--- src/rtl/twcs_pkg.sv ---
// twcs_pkg: shared constants, types and helpers for the textured wall column span block
// used by twcs_seq_unit and textured_wall_column_span, no dependencies
package twcs_pkg;

   localparam int SCREEN_HEIGHT = 480;
   localparam int TEXTURE_MAX   = 1024;
   localparam int HALF_HEIGHT   = SCREEN_HEIGHT / 2;

   localparam int TEX_SIZE_W = 11;   // texture size register width
   localparam int TEXEL_W    = 10;   // clamped texel coordinate width
   localparam int HEIGHT_W   = 24;   // wall height, Q16.8
   localparam int FRAC_W     = 16;   // hit fraction, Q0.16
   localparam int ROW_W      = 10;
   localparam int ACC_W      = 34;   // step and accumulator, Q18.16
   localparam int END_W      = 25;   // span end in Q.8
   localparam int NEG_W      = HEIGHT_W - 9;
   localparam int QUO_W      = TEX_SIZE_W + HEIGHT_W;
   localparam int SUM_W      = ACC_W + 2;
   localparam int CNT_W      = 6;
   localparam int DIV_STEPS  = QUO_W;
   localparam int MUL_STEPS  = NEG_W;

   localparam logic [ACC_W-1:0]    ACC_MAX = {ACC_W{1'b1}};
   localparam logic [HEIGHT_W:0]   HALF_Q9 = (HEIGHT_W+1)'(HALF_HEIGHT * 512);
   localparam logic [END_W-1:0]    HALF_Q8 = END_W'(HALF_HEIGHT * 256);
   localparam logic [TEX_SIZE_W-1:0] TEX_MAX_V = TEX_SIZE_W'(TEXTURE_MAX);

   localparam logic OP_START = 1'b0;
   localparam logic OP_TICK  = 1'b1;

   localparam logic [1:0] TEX_EAST  = 2'd0;
   localparam logic [1:0] TEX_WEST  = 2'd1;
   localparam logic [1:0] TEX_SOUTH = 2'd2;
   localparam logic [1:0] TEX_NORTH = 2'd3;

   localparam logic CSR_TEX_WIDTH  = 1'b0;
   localparam logic CSR_TEX_HEIGHT = 1'b1;

   typedef struct packed {
      logic                  start;
      logic [TEX_SIZE_W-1:0] heff;
      logic [HEIGHT_W-1:0]   height;
      logic [NEG_W-1:0]      neg_rows;
   } ureq_type;

   typedef struct packed {
      logic             busy;
      logic             done;
      logic [ACC_W-1:0] step;
      logic [ACC_W-1:0] product;
   } ures_type;

   // zero counts as one, oversized as the maximum
   function automatic logic [TEX_SIZE_W-1:0] eff_size(input logic [TEX_SIZE_W-1:0] v);
      logic [TEX_SIZE_W-1:0] r;
      r = v;
      if (v == '0) r = TEX_SIZE_W'(1);
      else if (v > TEX_MAX_V) r = TEX_MAX_V;
      return r;
   endfunction

   function automatic logic [TEXEL_W-1:0] clamp_texel(input logic [17:0] v,
                                                      input logic [TEX_SIZE_W-1:0] size);
      logic [17:0] lim;
      logic [17:0] r;
      lim = {7'd0, size} - 18'd1;
      r = v;
      if (r > lim) r = lim;
      if (r > 18'd1023) r = 18'd1023;
      return r[TEXEL_W-1:0];
   endfunction

endpackage

--- src/rtl/textured_wall_column_span.sv ---
// textured_wall_column_span: top level, stream ports, span state and pixel output register
// depends on twcs_pkg and twcs_seq_unit
//
// A start word (tuser 0) sets up one wall column: after it is accepted, 35 divide
// steps for the texture row step and 15 multiply steps for the rows clipped off
// the screen top run on the one shared adder of twcs_seq_unit; req_tready stays
// low meanwhile. A tick word (tuser 1), while a span is active, puts one pixel
// word in the output register, so ticks run at one pixel per clock when the sink
// keeps rsp_tready high. Ticks with no active span give nothing. The texture size
// registers are written through csr_we/csr_index/csr_wdata; the user must write
// them only while idle, as the block itself does not enforce it.
module textured_wall_column_span import twcs_pkg::*; (
   input  logic        clock,
   input  logic        reset,
   input  logic        req_tvalid,
   output logic        req_tready,
   // column[9:0], hit_x_fraction[25:10], hit_y_fraction[41:26], hit_side[42],
   // dir_x_positive[43], dir_y_positive[44], wall_height[68:45], zero[71:69]
   input  logic [71:0] req_tdata,
   // opcode[0]
   input  logic        req_tuser,
   output logic        rsp_tvalid,
   input  logic        rsp_tready,
   // screen_x[9:0], screen_y[18:10], texture_id[20:19], texel_col[30:21],
   // texel_row[40:31], zero[47:41]
   output logic [47:0] rsp_tdata,
   output logic        rsp_tlast,
   input  logic        csr_we,
   input  logic        csr_index,
   input  logic [10:0] csr_wdata
);

   logic [TEX_SIZE_W-1:0] width_ff;
   logic [TEX_SIZE_W-1:0] height_ff;
   logic                  span_active_ff;
   logic [9:0]            column_ff;
   logic [ROW_W-1:0]      row_ff;
   logic [END_W-1:0]      span_end_ff;
   logic [ACC_W-1:0]      step_ff;
   logic [ACC_W-1:0]      acc_ff;
   logic [1:0]            texture_ff;
   logic [TEXEL_W-1:0]    texel_col_ff;
   logic                  out_valid_ff;
   logic [47:0]           out_data_ff;
   logic                  out_last_ff;

   ureq_type ureq;
   ures_type ures;

   logic                  accept;
   logic                  start_acc;
   logic                  tick_acc;
   logic [9:0]            in_column;
   logic [FRAC_W-1:0]     in_hit_x;
   logic [FRAC_W-1:0]     in_hit_y;
   logic                  in_side;
   logic                  in_dir_x;
   logic                  in_dir_y;
   logic [HEIGHT_W-1:0]   in_height;
   logic [HEIGHT_W-1:0]   h_raised;
   logic [TEX_SIZE_W-1:0] weff;
   logic [TEX_SIZE_W-1:0] heff;
   logic [FRAC_W-1:0]     frac;
   logic [FRAC_W+TEX_SIZE_W-1:0] col_prod;
   logic                  above_top;
   logic [HEIGHT_W:0]     top_diff;
   logic [HEIGHT_W:0]     neg_diff;
   logic [ROW_W-1:0]      top_row;
   logic [END_W-1:0]      span_end_in;
   logic [ROW_W-1:0]      next_row;
   logic                  tick_last;
   logic [ACC_W:0]        acc_sum;
   logic [TEXEL_W-1:0]    texel_row;

   function automatic logic in_span(input logic [ROW_W-1:0] row,
                                    input logic [END_W-1:0] span_end);
      logic [END_W-1:0] row_q8;
      row_q8 = {{(END_W-ROW_W-8){1'b0}}, row, 8'd0};
      return ({1'b0, row} < (ROW_W+1)'(SCREEN_HEIGHT)) && (row_q8 < span_end);
   endfunction

   assign in_column = req_tdata[9:0];
   assign in_hit_x  = req_tdata[25:10];
   assign in_hit_y  = req_tdata[41:26];
   assign in_side   = req_tdata[42];
   assign in_dir_x  = req_tdata[43];
   assign in_dir_y  = req_tdata[44];
   assign in_height = req_tdata[68:45];

   assign req_tready = !ures.busy && (!out_valid_ff || rsp_tready);
   assign accept     = req_tvalid && req_tready;
   assign start_acc  = accept && (req_tuser == OP_START);
   assign tick_acc   = accept && (req_tuser == OP_TICK);

   assign weff     = eff_size(width_ff);
   assign heff     = eff_size(height_ff);
   assign h_raised = (in_height == '0) ? HEIGHT_W'(1) : in_height;
   assign frac     = in_side ? in_hit_x : in_hit_y;
   assign col_prod = frac * weff;

   // wall top above the screen: clip and start the accumulator further down
   assign above_top   = ({1'b0, h_raised} > HALF_Q9);
   assign top_diff    = HALF_Q9 - {1'b0, h_raised};
   assign neg_diff    = {1'b0, h_raised} - HALF_Q9;
   assign top_row     = above_top ? '0 : ROW_W'(top_diff >> 9);
   assign span_end_in = HALF_Q8 + END_W'(({1'b0, h_raised} + 25'd1) >> 1);

   assign ureq.start    = start_acc;
   assign ureq.heff     = heff;
   assign ureq.height   = h_raised;
   assign ureq.neg_rows = above_top ? NEG_W'(neg_diff >> 9) : '0;

   twcs_seq_unit u_seq (
      .clock (clock),
      .reset (reset),
      .ureq  (ureq),
      .ures  (ures)
   );

   assign next_row  = row_ff + ROW_W'(1);
   assign tick_last = !in_span(next_row, span_end_ff);
   assign acc_sum   = {1'b0, acc_ff} + {1'b0, step_ff};
   assign texel_row = clamp_texel(acc_ff[ACC_W-1:16], heff);

   always_ff @(posedge clock) begin
      if (reset) begin
         width_ff       <= TEX_SIZE_W'(64);
         height_ff      <= TEX_SIZE_W'(64);
         span_active_ff <= 1'b0;
         out_valid_ff   <= 1'b0;
      end else begin
         if (csr_we) begin
            unique case (csr_index)
               CSR_TEX_WIDTH:  width_ff  <= csr_wdata;
               CSR_TEX_HEIGHT: height_ff <= csr_wdata;
               default: ;
            endcase
         end
         if (start_acc) begin
            column_ff      <= in_column;
            texture_ff     <= in_side ? (in_dir_y ? TEX_SOUTH : TEX_NORTH)
                                      : (in_dir_x ? TEX_EAST : TEX_WEST);
            texel_col_ff   <= clamp_texel({7'd0, col_prod[FRAC_W+TEX_SIZE_W-1:FRAC_W]}, weff);
            row_ff         <= top_row;
            span_end_ff    <= span_end_in;
            span_active_ff <= in_span(top_row, span_end_in);
         end
         if (ures.done) begin
            step_ff <= ures.step;
            acc_ff  <= ures.product;
         end
         if (tick_acc && span_active_ff) begin
            out_valid_ff <= 1'b1;
            out_data_ff  <= {7'd0, texel_row, texel_col_ff, texture_ff,
                             row_ff[8:0], column_ff};
            out_last_ff  <= tick_last;
            acc_ff       <= acc_sum[ACC_W] ? ACC_MAX : acc_sum[ACC_W-1:0];
            row_ff       <= next_row;
            if (tick_last) begin
               span_active_ff <= 1'b0;
            end
         end else if (rsp_tready) begin
            out_valid_ff <= 1'b0;
         end
      end
   end

   assign rsp_tvalid = out_valid_ff;
   assign rsp_tdata  = out_data_ff;
   assign rsp_tlast  = out_last_ff;

   // no input taken while the shared unit runs
   a_busy_blocks_input: assert property (@(posedge clock) disable iff (reset)
      ures.busy |-> !req_tready)
      else $error("input accepted while the sequencer is busy");

   // the final row of a span ends it
   a_last_ends_span: assert property (@(posedge clock) disable iff (reset)
      (tick_acc && span_active_ff && tick_last) |=> !span_active_ff)
      else $error("span still active after its last pixel");

   // an active span never sits below the screen
   a_row_on_screen: assert property (@(posedge clock) disable iff (reset)
      span_active_ff |-> ({1'b0, row_ff} < (ROW_W+1)'(SCREEN_HEIGHT)))
      else $error("active span row off screen");

   // a new pixel word only follows an accepted tick
   a_word_from_tick: assert property (@(posedge clock) disable iff (reset)
      (out_valid_ff && !$past(out_valid_ff)) |-> $past(tick_acc && span_active_ff))
      else $error("pixel word without a tick");

endmodule

--- src/rtl/twcs_seq_unit.sv ---
// twcs_seq_unit: one shared add/subtract unit under a small sequencer
// first the row step by restoring division, then the clipped-rows offset by shift-add
// depends on twcs_pkg
module twcs_seq_unit import twcs_pkg::*; (
   input  logic     clock,
   input  logic     reset,
   input  ureq_type ureq,
   output ures_type ures
);

   localparam logic [1:0] PH_IDLE = 2'd0;
   localparam logic [1:0] PH_DIV  = 2'd1;
   localparam logic [1:0] PH_MUL  = 2'd2;

   logic [1:0]          phase_ff;
   logic [CNT_W-1:0]    cnt_ff;
   logic [QUO_W-1:0]    dvd_ff;
   logic [HEIGHT_W-1:0] dvs_ff;
   logic [HEIGHT_W-1:0] rem_ff;
   logic [QUO_W-1:0]    quo_ff;
   logic [NEG_W-1:0]    neg_ff;
   logic [ACC_W-1:0]    acc_ff;
   logic                sat_ff;

   logic [HEIGHT_W:0]   rem_shift;
   logic [ACC_W-1:0]    step_sat;
   logic [SUM_W-1:0]    op_a;
   logic [SUM_W-1:0]    op_b;
   logic                op_sub;
   logic [SUM_W-1:0]    res;
   logic                sub_ok;
   logic                mul_ovf;

   assign rem_shift = {rem_ff, dvd_ff[QUO_W-1]};
   assign step_sat  = quo_ff[QUO_W-1] ? ACC_MAX : quo_ff[ACC_W-1:0];

   // the one shared adder
   always_comb begin
      if (phase_ff == PH_MUL) begin
         op_sub = 1'b0;
         op_a   = {1'b0, acc_ff, 1'b0};
         op_b   = neg_ff[NEG_W-1] ? {2'b00, step_sat} : '0;
      end else begin
         op_sub = 1'b1;
         op_a   = {{(SUM_W-HEIGHT_W-1){1'b0}}, rem_shift};
         op_b   = {{(SUM_W-HEIGHT_W){1'b0}}, dvs_ff};
      end
      res = op_sub ? (op_a - op_b) : (op_a + op_b);
   end

   assign sub_ok  = !res[SUM_W-1];
   assign mul_ovf = sat_ff || (res[SUM_W-1:ACC_W] != 2'b00);

   always_ff @(posedge clock) begin
      if (reset) begin
         phase_ff <= PH_IDLE;
         cnt_ff   <= '0;
      end else begin
         unique case (phase_ff)
            PH_IDLE: begin
               if (ureq.start) begin
                  dvd_ff   <= {ureq.heff, {HEIGHT_W{1'b0}}};
                  dvs_ff   <= ureq.height;
                  rem_ff   <= '0;
                  quo_ff   <= '0;
                  neg_ff   <= ureq.neg_rows;
                  cnt_ff   <= CNT_W'(DIV_STEPS - 1);
                  phase_ff <= PH_DIV;
               end
            end
            PH_DIV: begin
               rem_ff <= sub_ok ? res[HEIGHT_W-1:0] : rem_shift[HEIGHT_W-1:0];
               quo_ff <= {quo_ff[QUO_W-2:0], sub_ok};
               dvd_ff <= {dvd_ff[QUO_W-2:0], 1'b0};
               if (cnt_ff == '0) begin
                  cnt_ff   <= CNT_W'(MUL_STEPS - 1);
                  acc_ff   <= '0;
                  sat_ff   <= 1'b0;
                  phase_ff <= PH_MUL;
               end else begin
                  cnt_ff <= cnt_ff - CNT_W'(1);
               end
            end
            PH_MUL: begin
               // msb first: acc = 2*acc + bit*step, saturation is sticky
               acc_ff <= res[ACC_W-1:0];
               sat_ff <= mul_ovf;
               neg_ff <= {neg_ff[NEG_W-2:0], 1'b0};
               if (cnt_ff == '0) begin
                  phase_ff <= PH_IDLE;
               end else begin
                  cnt_ff <= cnt_ff - CNT_W'(1);
               end
            end
            default: begin
               phase_ff <= PH_IDLE;
            end
         endcase
      end
   end

   assign ures.busy    = (phase_ff != PH_IDLE);
   assign ures.done    = (phase_ff == PH_MUL) && (cnt_ff == '0);
   assign ures.step    = step_sat;
   assign ures.product = mul_ovf ? ACC_MAX : res[ACC_W-1:0];

endmodule

--- config.mk ---
export PLATFORM = sky130hd
export DESIGN_NAME = textured_wall_column_span
export DESIGN_NICKNAME = d
export VERILOG_FILES = /design/src/rtl/twcs_pkg.sv /design/src/rtl/textured_wall_column_span.sv /design/src/rtl/twcs_seq_unit.sv
export SDC_FILE = /design/constraint.sdc
export NUM_CORES = 1
export LEC_CHECK = 0
export BUFFER_PORTS_ARGS = -buffer_cell sky130_fd_sc_hd__buf_2
export CORE_ASPECT_RATIO = 0.6
export CORE_MARGIN = 8
export CORE_UTILIZATION = 25
export DETAILED_ROUTE_END_ITERATION = 12
export PLACE_DENSITY = 0.48
export SYNTH_ARGS = -nofsm -noshare
export SYNTH_HDL_FRONTEND = slang
export SYNTH_SLANG_ARGS = --single-unit
--- constraint.sdc ---
create_clock -name clock -period 20.6 [get_ports clock]
set_input_delay 3.09 -clock clock [delete_from_list [all_inputs] [get_ports clock]]
set_output_delay 3.09 -clock clock [all_outputs]
set_load 0.005 [all_outputs]
==> metrics.txt, run 1 <==
Hold Crit Class register to register; final setup margin 9.39 ns; Syn. warnings 0; worst slew pin tran 1.25 ns; TritonCTS clock tree built; TritonCTS Sinks ~340; row count around 90; Mapped Cells 2645; r2r setup slk 11.38 ns; status completed; Worst EP arrival 11.51 ns; unrepaired setup endpoints after global routing false; Setup Crit Path Kind input pin to register; Post-Synth Adder-Cell Area 18.7%; chip width 436 um; Max Fclk 89.2 MHz; post-synthesis mux area share between 3 and 4%; Die Height between 200 and 300 um; Detailed Place HPWL between 50 and 60 mm; Area growth, synth to finish 13.7%; Seq/Total Area, Yosys a little under two fifths; largest net degree at the start of global routing 88; antenna-violating nets left 0; design area about 30000 um2; ys async rst share 0%; CTS Buf Count 42; initial DRC count 1603; Synth Area in Simple Gates 16.7%; first-pass GRT wire length roughly 120 mm; setup bufs post-CTS 0; post-layout min period 11.21 ns; Core Util, Final 28.6%; post-cts resize count 0; VDD IR-drop max between 0.05 and 0.06 mV; Ports approximately 140; vias a little under 20k; mean routed wirelength per cell 18.7 um; clock root buffer master clkbuf_16; post-place instance area 28500 um2; fillers 11.0k; Slew headroom 16.2%; multi-input logic area 15100 um2; Clock transition at path regs 0.06 ns; die area 117000 um2; MaxCap Viol Count 0; WP data required 20.90 ns; H-tree Lvls 2; setup TNS 0 ns; FF+latch count, synth 343; via-per-instance ratio 4.66; share of post-route cells with drive strength above 1 11.8%; PwrDens ~74 nW/um2; Hold Fails Final Rpt 0; EDFF count, synth 311; Slew Viols, Final 0; xor-xnor portion of the synthesized cell area between 4 and 5%; commonest register cell after synthesis edfxtp_1; GP Congestion 0.848; CP startpoint kind input pin; Worst Min Path Start column_ff[9]; Worst setup EP type register; Hold Buf Count CTS 0; Layout Cells excl Fill around 4.2k; vias in the first global route 18.5k; DRT Pass-1 Iters 5; routed wire length slightly below 80 mm; final setup violation count 0; Distinct cells, synth 87; nets 3122; skew final 0.0175 ns; number of remaining DRC errors 0; worst reg2reg startpoint width_ff[10]; GRT Overall Usage 12.9%; Core Box Area 105000 um2; largest family of logic cells by synthesized area adder cells; Skew-Pair Late Insertion Delay ~0.58 ns; clock buffer depth 3; Leak roughly 12 nW; Period Utilization, post-route between 50% and 60%; CP Launch Point req_tdata[42]; crit-path max FO 31; initial antenna violation count 3; input/output buffers 130; Syn Area/Cell around 10 um2; initial core utilization 25.2%; Synth Cell Area 26400 um2; Worst path slowest cell mux2i_1; FF/Latch Area 9980 um2; post-synthesis compound-gate area fraction approximately 13%; pre-CTS WS 8.80 ns; CP max stage delay 0.75 ns; Post-Place Cells 4079; GRT overflow 0
## metal layers
metal	up-vias	wire length (um)	share of wire (%)	track usage [%]
li1	9412	-	-	-
met1	9367	43100	55	21.6
met2	494	28000	36	16.3
met3	76	5270	6.8	2.87
met4	2	1270	1.6	2.41
met5	-	13	0.017	0
## placed cells by master (no fill, tap or decap), types with 47 or more instances in the layout
cell type  count
edfxtp_1     311
nor2_1       174
a21o_1        47
buf_2        130
and2_1       105
o21ai_0       83
xor2_1        52
nor2b_1       62
ha_1         191
nand2_1      271
xnor2_1       95
a21oi_1      119
fa_1         126
inv_1        221
## through the flow
step | hold slack [ns] | total power, mW
5_1_grt | 0.421 | 2.34
2_1_floorplan | 0.400 | 1.24
3_3_place_gp | 0.401 | 1.41
6_report | 0.418 | 2.21
3_5_place_dp | 0.405 | 1.41
4_1_cts | 0.418 | 2.24
## worst max-delay path: cells and delay by family
kind            cells  cell delay (ns)
compound gates      9             2.29
simple gates        7             0.72
buf+inv             6             0.85
mux                 2             1.14
fa+ha+maj           7             3.16
xor+xnor            1             0.23
## synth_stat cells (19+ instances only)
master    count  area, um2
a211oi_1     30        225
a21o_1       47        353
a21oi_1     122        611
and2_1      105        657
and3_1       24        150
clkbuf_1    118        443
dfxtp_1      32        641
edfxtp_1    311       9340
fa_1        126       2520
ha_1        193       2410
inv_1       221        830
mux2_2       45        507
mux2i_1      41        410
nand2_1     271       1020
nand2b_1     38        238
nand3_1      45        225
nor2_1      178        668
nor2b_1      63        394
nor3_1       37        185
nor4_1       19        119
o21ai_0      83        415
o22a_1       29        254
o31ai_1      20        150
or2_2        31        194
xnor2_1      95        832
xor2_1       52        455
## final cells by class
| cell class | instances | share of cell area [%] |
|---|---|---|
| diodes | 1 | 0.00833 |
| clock buffers | 53 | 3.95 |
| clock inverters | 23 | 1.02 |
| inverters | 223 | 2.79 |
| multi-input cells | 1951 | 50.4 |
| flip-flops and latches | 343 | 33.2 |
| well taps | 1410 | 5.88 |
| repair buffers | 152 | 2.72 |
## cells by family after synthesis
kind of cell               Yosys count
AOI/OAI and AO/OA                  498
buffers and inverters              365
DFF                                343
and+or+nand+nor                    885
other                                2
adders and majority gates          319
muxes                               86
xor gates and xnor gates           147
## registers in the layout, summed over array words and instances (netlist names), 11 cells and up
signal and count:
span_end_ff 25, u_seq.dvd_ff 11, u_seq.rem_ff 24, u_seq.quo_ff 35, width_ff 11, acc_ff 34, u_seq.acc_ff 34, rsp_tdata 41
step_ff 34, height_ff 11, u_seq.neg_ff 15, u_seq.dvs_ff 24
## path summary, 6_finish.rpt
| kind | endpoint | cells after the start |
|---|---|---|
| setup / recovery | texel_col_ff[2] | 32 |
| hold / removal | rsp_tdata[9] | 0 |
| setup reg to reg | texel_col_ff[2] | 32 |
| hold reg to reg | rsp_tdata[9] | 0 |
## report_power, final
| part | switching (mW) | internal [mW] |
|---|---|---|
| Sequential | 0.0146 | 0.797 |
| Clock | 0.319 | 0.497 |
| Combinational | 0.364 | 0.220 |
No activity file was read; power rests on OpenSTA's default activity.
==> inputs of run 2 (changes only) <==
ABC_AREA = 1   (was unset)
clock period = 11.75 ns   (was 20.6 ns; I/O delays follow)
==> run 2 against run 1 <==
Compared with the run above:
- register-to-register slack worse by 9.4 ns
- worst hold slack better by 0.0013 ns
- power up 150%
- die area up 5.7%
- via count up 24%
- sequential power up 98%
==> metrics.txt, run 2 <==
Hold Fails Final Rpt 0 (unchanged); mean routed wirelength per cell 18.5 um (was 18.7 um); clock root buffer master clkbuf_16 (unchanged); Worst setup EP type register (unchanged); number of remaining DRC errors 0 (unchanged); Slew headroom 2.58% (was 16.2%); top cell type's share of synthesized area 33.4% (was 35.4%); Post-Place Cells 5144 (was 4079); initial DRC count 2232 (was 1603); initial core utilization 25.1% (was 25.2%); input/output buffers 130 (unchanged); DRT Pass-1 Iters 5 (unchanged); count leader, synth nand2_1 (was edfxtp_1); Detailed Place HPWL 77.8 mm (was 58.5 mm); setup TNS 0 ns (unchanged); routed wire length 96.4 mm (was 77.6 mm); Syn Area/Cell 7.81 um2 (was 9.99 um2); Area growth, synth to finish 12.5% (was 13.7%); share of post-route cells with drive strength above 1 7.48% (was 11.8%); setup bufs post-CTS 0 (unchanged); largest net degree at the start of global routing 80 (was 88); nets 4087 (was 3122); MaxCap Viol Count 0 (unchanged); Synth area leader edfxtp_1 (unchanged); Synth Cell Area 28000 um2 (was 26400 um2); GP Congestion 0.970 (was 0.848); Die Height 275 um (was 268 um); CP top delay family adder cells (unchanged); Hold Buf Count CTS 0 (unchanged); clock buffer depth 3 (unchanged); GRT Overall Usage 15.3% (was 12.9%); most common cell after layout, fill and taps aside nand2_1 (was edfxtp_1); unrepaired setup endpoints after global routing false (unchanged); final setup violation count 0 (unchanged); die area 123000 um2 (was 117000 um2); Layout Cells excl Fill 5210 (was 4156); Ports 141 (unchanged); antenna-violating nets left 0 (unchanged); most frequent cells after synthesis 822 x nand2_1, 571 x inv_1, 499 x nor2_1, 311 x edfxtp_1, 193 x ha_1 (was 311 x edfxtp_1, 271 x nand2_1, 221 x inv_1, 193 x ha_1, 178 x nor2_1); worst slew pin tran 1.46 ns (was 1.25 ns); Hold Crit Class register to register (unchanged); post-layout min period 9.76 ns; row count 95 (was 92); CP bufs+invs 5 (was 6); commonest register cell after synthesis edfxtp_1 (unchanged); initial antenna violation count 6 (was 3); skew final 0.0378 ns (was 0.0175 ns); Core Box Area 111000 um2 (was 105000 um2); Most Frequent Cell on Critical Path fa_1; Setup Crit Path Kind input pin to register (unchanged); max reg flops 41 (unchanged); TritonCTS clock tree built (unchanged); ys async rst share 0% (unchanged); Period Utilization, post-route roughly 83%; status completed (unchanged); Worst path slowest cell fa_1 (was mux2i_1); H-tree Lvls 2 (unchanged); Leak 14.4 nW (was 12.0 nW); post-cts resize count 0 (unchanged); Seq/Total Area, Yosys 35.6% (was 37.8%); PwrDens 174 nW/um2 (was 73.6 nW/um2); CP max stage delay 0.55 ns (was 0.75 ns); Distinct cells, synth 57 (was 87); CTS Buf Count 35 (was 42); vias 24.0k (was 19.4k); crit-path max FO 34 (was 31); Slew Viols, Final 0 (unchanged); Skew-Pair Late Insertion Delay 0.57 ns (was 0.58 ns); VDD IR-drop max 0.122 mV (was 0.0512 mV); FF+latch count, synth 343 (unchanged); most frequent cells in the layout 822 x nand2_1, 571 x inv_1, 495 x nor2_1 (was 311 x edfxtp_1, 271 x nand2_1, 221 x inv_1); Clock transition at path regs 0.07 ns (was 0.06 ns); via-per-instance ratio 4.61 (was 4.66); first-pass GRT wire length 144 mm (was 118 mm); synth top area cells edfxtp_1 33%, nand2_1 11%, fa_1 9.0%, ha_1 8.6%, inv_1 7.7% (was edfxtp_1 35%, fa_1 9.5%, ha_1 9.1%, nand2_1 3.9%, xnor2_1 3.1%); Syn. warnings 0 (unchanged); Mapped Cells 3583 (was 2645); chip width 448 um (was 436 um); vias in the first global route 22.5k (was 18.5k); Worst EP arrival 10.06 ns (was 11.51 ns); WP data required 12.05 ns (was 20.90 ns); EDFF count, synth 311 (unchanged); CP startpoint kind input pin (unchanged); TritonCTS Sinks 343 (unchanged); GRT overflow 0 (unchanged); Max Fclk 102 MHz
## run 2: cell types whose count changed after synthesis, sizes merged, moves of 66 or more
cell   change
o21ai    +103
nand3     +81
and2     -101
nor2     +324
inv      +373
a21oi     +66
nand2    +556
## run 2: final timing paths
check | slack [ns] | from | cells past startpoint | end
max | 1.99 | req_tdata[42] | 30 | texel_col_ff[9]
min | 0.42 | column_ff[7] | 0 | rsp_tdata[7]
max reg2reg | 2.02 | width_ff[10] | 30 | texel_col_ff[9]
min reg2reg | 0.42 | column_ff[7] | 0 | rsp_tdata[7]
## run 2: kinds of logic after synthesis
| group | share of synthesized area [%] |
|---|---|
| buffers and inverters | 9.84 |
| adder cells (fa/ha/maj) | 17.6 |
| multiplexers | 0.0715 |
| AND/OR/NAND/NOR | 23.1 |
| AO/OA/AOI/OAI | 10.0 |
| XOR/XNOR | 3.66 |
| other | 0.0268 |
| flip-flops | 35.6 |
## run 2: metal layers
metal  track usage, %  vias to the layer above  share of wire, %
met3             6.04                       63                11
met2             17.9                      757                34
met5                0                        -             0.028
met4             1.86                        4              0.81
met1             25.4                    11495                54
li1                 -                    11710                 -
## run 2: report_power, final
part           total [mW]  internal, mW  switching (mW)
registers            1.61          1.56          0.0549
logic                2.71         0.767            1.94
clock network        1.17         0.630           0.545
total                5.49          2.96            2.54
## run 2: stage by stage
stage	hold WS [ns]	area, um2	util (%)	power (mW)	worst slack (ns)
after CTS	0.422	31500	28.3	5.51	1.90
after global routing	0.430	31500	28.3	5.95	1.30
after floorplan	0.400	28100	-	3.48	3.25
after detailed placement	0.405	30300	27.2	4.30	1.31
after global placement	0.400	30300	27.2	4.30	1.39
final	0.419	31500	28.3	5.49	1.99
## run 2: area by class of cell
| type | instances | area [um2] |
|---|---|---|
| diodes | 2 | 5.00 |
| clock buffers | 40 | 895 |
| clock inverters | 24 | 267 |
| fillers | 12210 | 80000 |
| inverters | 598 | 2250 |
| multi-input cells | 2543 | 15400 |
| flip-flops and latches | 343 | 9980 |
| well taps | 1503 | 1880 |
| repair buffers | 157 | 853 |
## run 2: worst reg2reg max path, delay by kind of cell, from the launching register on
| family | cells | cell delay, ns |
|---|---|---|
| buffers and inverters | 5 | 1.31 |
| adders and majority gates | 7 | 3.10 |
| and+or+nand+nor | 9 | 2.21 |
| AOI/OAI and AO/OA | 9 | 2.11 |
| DFF | 1 | 0.75 |
